**config.mk**
```make
export PLATFORM = sky130hd
export DESIGN_NAME = gqv_ram
export DESIGN_NICKNAME = d
export VERILOG_FILES = /design/src/hw/rtl/gqv_ram.sv
export SDC_FILE = /design/constraint.sdc
export NUM_CORES = 1
export LEC_CHECK = 0
export BUFFER_PORTS_ARGS = -buffer_cell sky130_fd_sc_hd__buf_2
export CELL_PAD_IN_SITES_DETAIL_PLACEMENT = 1
export CELL_PAD_IN_SITES_GLOBAL_PLACEMENT = 1
export CORE_ASPECT_RATIO = 2
export CORE_MARGIN = 5
export CORE_UTILIZATION = 53
export CTS_BUF_LIST = sky130_fd_sc_hd__clkbuf_4 sky130_fd_sc_hd__clkbuf_8 sky130_fd_sc_hd__clkbuf_16
export DETAILED_ROUTE_END_ITERATION = 12
export PLACE_DENSITY = 0.87
export SLEW_MARGIN = 10
export SYNTH_ARGS = -nofsm -noshare
export SYNTH_HDL_FRONTEND = slang
export SYNTH_SLANG_ARGS = --single-unit
```
**constraint.sdc**
```tcl
create_clock -name clk -period 2.5 [get_ports clk]
set_clock_uncertainty 0.2 [all_clocks]
set_input_delay 0.125 -clock clk [delete_from_list [all_inputs] [get_ports clk]]
set_output_delay 0.125 -clock clk [all_outputs]
set_load 0.05 [all_outputs]
```
**src/hw/rtl/gqv_ram.sv**
```systemverilog
`timescale 1ns / 1ps
// ----------------------------------------------------------------------------
// Generic single-port-write RAM
// One write port and one read port with a registered read.
// ----------------------------------------------------------------------------
module gqv_ram #(
    parameter int WIDTH = 8,
    parameter int DEPTH = 16
) (
    input  logic                     clk,
    input  logic                     we,
    input  logic [$clog2(DEPTH)-1:0] waddr,
    input  logic [WIDTH-1:0]         wdata,
    input  logic                     re,
    input  logic [$clog2(DEPTH)-1:0] raddr,
    output logic [WIDTH-1:0]         rdata
);

    logic [WIDTH-1:0] mem [0:DEPTH-1];

    always_ff @(posedge clk)
    begin
        if (we)
        begin
            mem[waddr] <= wdata;
        end
        if (re)
        begin
            rdata <= mem[raddr];
        end
    end

endmodule

```
# After elaboration in Yosys (flattened, before gate mapping)
# Memory sizes are Yosys's and may differ from the RTL's. A register that Yosys moved wholly into a read port is not among the register bits.
# Index checks and enable logic that the tools add are counted.
[op_classes]
addsub = 0
muxes = 2
n_reduce_logical = 0
multipliers = 0
n_bitwise = 0
n_eq_ne = 0
order_cmp = 0
shifts = 0
n_div = 0
[ops]
columns = ["operator", "count"]
rows = [
  ["2-to-1 mux 1 bit", 2],
]
[word_totals]
elab_cells = 3
memories = 1
in_bits = 19
output_inout_bits = 8
regBits = 0
romBits = 0
mem_bits_rw = 128
latch_bits = 0
[memory_table]
columns = ["memory", "words", "word_bits", "rd", "rd_clocked_by_memory_dff", "wr", "line", "rtl"]
rows = [
  ["mem", 16, 8, 1, 1, 1, "19", "logic [WIDTH-1:0] mem [0:DEPTH-1];"],
]

# Depth between registers and ports, before layout
[depth]
ltp_word = 2
depth_mapped = 5
mapped_depth_nobuf = 3

# Least setup slack after synthesis
# Ideal clock, no wire load.
[synth_timing]
kind = "input port to flip-flop"
startpoint = "input port waddr[2]"
endpoint = "memory mem[0][0] (enable)"
arrival_ns = 1.235
setup_slack_ns = 0.682
t_required_ns = 1.917
path_buffers = 0
setup_time_ns = 0.383
cell_stages = 2
path_cell_list = "or3b_2 nor3_1"
[synth_lines]
columns = ["element", "line", "rtl"]
rows = [
  ["from (decl)", "12", "input logic [$clog2(DEPTH)-1:0] waddr,"],
  ["to (decl)", "19", ""],
]
# Straight into the memory's write port.

==> metrics <==
outcome finished clean; Num CTS Buffers 17; pin count of the biggest net entering global routing 33; Slew @ Worst Pin about 0.84 ns; Synth Instances 229; WP data required 2.46 ns; multi-input gate area in the final layout ~1100 µm²; cts hold-fix bufs 9; Syn-to-layout area delta 18.7%; Mapped Area 5230 µm²; warnings from Yosys 0; CTS root buffer clkbuf_16; Vias ~2500; Setup violations, final 0; Remaining DRCs 0; Max Clk Rate 588 MHz; first-pass GRT wire length 16700 µm; Max-cap violations 0; Resized cells post-CTS 0; Post-Place Cells 394; worst hold path class in2reg; fin crit share 68.1%; Die Span Y 150 µm; Avg WL per Cell between 20 and 30 µm; RD Place Congestion 0.826; crit-path cells mux4_2 -> a22oi_1 -> nand2_1; RSZ-0062 raised after global routing no; CTS H-tree lvls 4; Port Buffers 26; DR pass1 iterations 5; Diodes inserted 0; clock transition at the registers of the reported paths roughly 0.05 ns; # IOs 27; Crit Path Category reg2reg; grt ovf 0; Routed Antenna Nets 0; total power between 5000 and 6000 µW; syn nets 248; number of fill cells 821; Yosys top cell area share 78.1%; Worst VDD drop 0.00102 V; post-CTS setup buffers 0; Yosys cell types 18; Seq. cell area approximately 4100 µm²; routed wire length 10900 µm; minimum clock period 1.70 ns; post-route cell area 6200 µm²; drt initial violations about 220; critical path peak fanout 1; CTS sink count between 100 and 150; post-DR vias/cell between 5 and 6; Synth area leaders edfxtp_1 78%, mux4_2 7.8%, mux4_1 7.0%, a22oi_1 2.3%, nor2_1 0.93%; Critical Path Max Stage Delay 0.52 ns; Avg Inst Size Synth 22.8 µm²; final std cells w/o fill between 400 and 500; leak pwr 0.00209 µW; CTS tree done; initial antenna violation count 0; Hold Violations, Final 0; register area share after synthesis 78.1%; Detailed Place HPWL approximately 7300 µm; Final #Nets around 300; clk_lat worst skew 0.41 ns; post-layout util a little under two thirds; layout cell share with drive strength beyond 1 30.1%; GRT Resource Usage Total 20.3%; setup tns final 0 ns; relative slew slack 43.9%; Worst EP arrival approximately 1.7 ns; Die X 80.2 µm; FF+latch count, synth 136; Core ar. approximately 9700 µm²; clock buffer depth 2; CP Launch Type flop; std cell rows 51; Post-DP Area 5580 µm²; crit end category flop; Yosys top cell by area edfxtp_1; vias in the first global route 2784; initial core utilization a little over half; die area roughly 12000 µm²; fin. max-slew vios 0; pwr dens 820 nW/µm²; Crit-path slowest cell mux4_2
synthesized netlist by cell type (all sizes together):
master and count:
edfxtp 136, mux4 32, a22oi 16, nor2 13, nand2 9, buf 7, nor3 4, clkdlybuf4s25 3
nand2b 2, nand3b 2, and2 1, and2b 1, nand3 1, nor2b 1, or3b 1
metal layers:
layer	GRT usage, %	up-vias	wire (µm)
li1	-	1102	-
met1	24.4	1289	4230
met2	35.1	81	6070
met3	4.49	13	445
met4	8.21	0	157
met5	0	-	0
cells in the final DEF (no fill, tap or decap), drive strengths merged, types with 2 or more instances in the layout:
cell type / netlist / routed
buf: 7 / 43
nand2b: 2 / 2
nor3: 4 / 4
a22oi: 16 / 16
nor2: 13 / 13
dlygate4sd3: 0 / 9
clkbuf: 0 / 17
mux4: 32 / 32
nand2: 9 / 9
clkinvlp: 0 / 6
nand3b: 2 / 2
edfxtp: 136 / 136
clkinv: 0 / 7
registers in the layout (all words and copies together), names as in the netlist:
| register | count |
|---|---|
| mem | 128 |
| rdata | 8 |
critical path, delay by kind of cell, from the launching register on:
kind | cells | cell delay [ns]
AOI/OAI and AO/OA | 1 | 0.27
DFF | 1 | 0.39
and+or+nand+nor | 1 | 0.08
muxes | 1 | 0.52
kinds of logic after synthesis:
family	share of synthesized area (%)
AO/OA/AOI/OAI	2.30
AND/OR/NAND/NOR	3.14
buffers and inverters	1.65
flip-flops	78.1
multiplexers	14.8
power breakdown:
part | switching [µW] | internal [µW] | total, µW
Clock | 881 | 1340 | 2220
Combinational | 174 | 107 | 281
Sequential | 13.8 | 2570 | 2580
per-stage QoR:
step                setup slack, ns  hold WS (ns)
floorplan                     0.682        0.0239
global placement              0.503         0.291
detailed placement            0.453         0.300
CTS                           0.770        0.0518
global route                  0.696        0.0677
finish                        0.798        0.0695
layout make-up:
type,count,area share (%)
Sequential cell,136,65.8
Multi-Input combinational cell,83,17.0
Clock buffer,17,6.86
Timing Repair Buffer,52,5.81
Tap cell,132,2.66
Clock inverter,14,1.80
final timing paths:
check             slack, ns        end  cells after the start       start
setup / recovery       0.80   rdata[4]                      3   mem[3][4]
hold / removal         0.07  mem[0][7]                      3    waddr[0]
setup reg to reg       0.80   rdata[4]                      3   mem[3][4]
hold reg to reg        0.56   rdata[4]                      3  mem[12][4]
No activity file was read; power rests on OpenSTA's default activity.
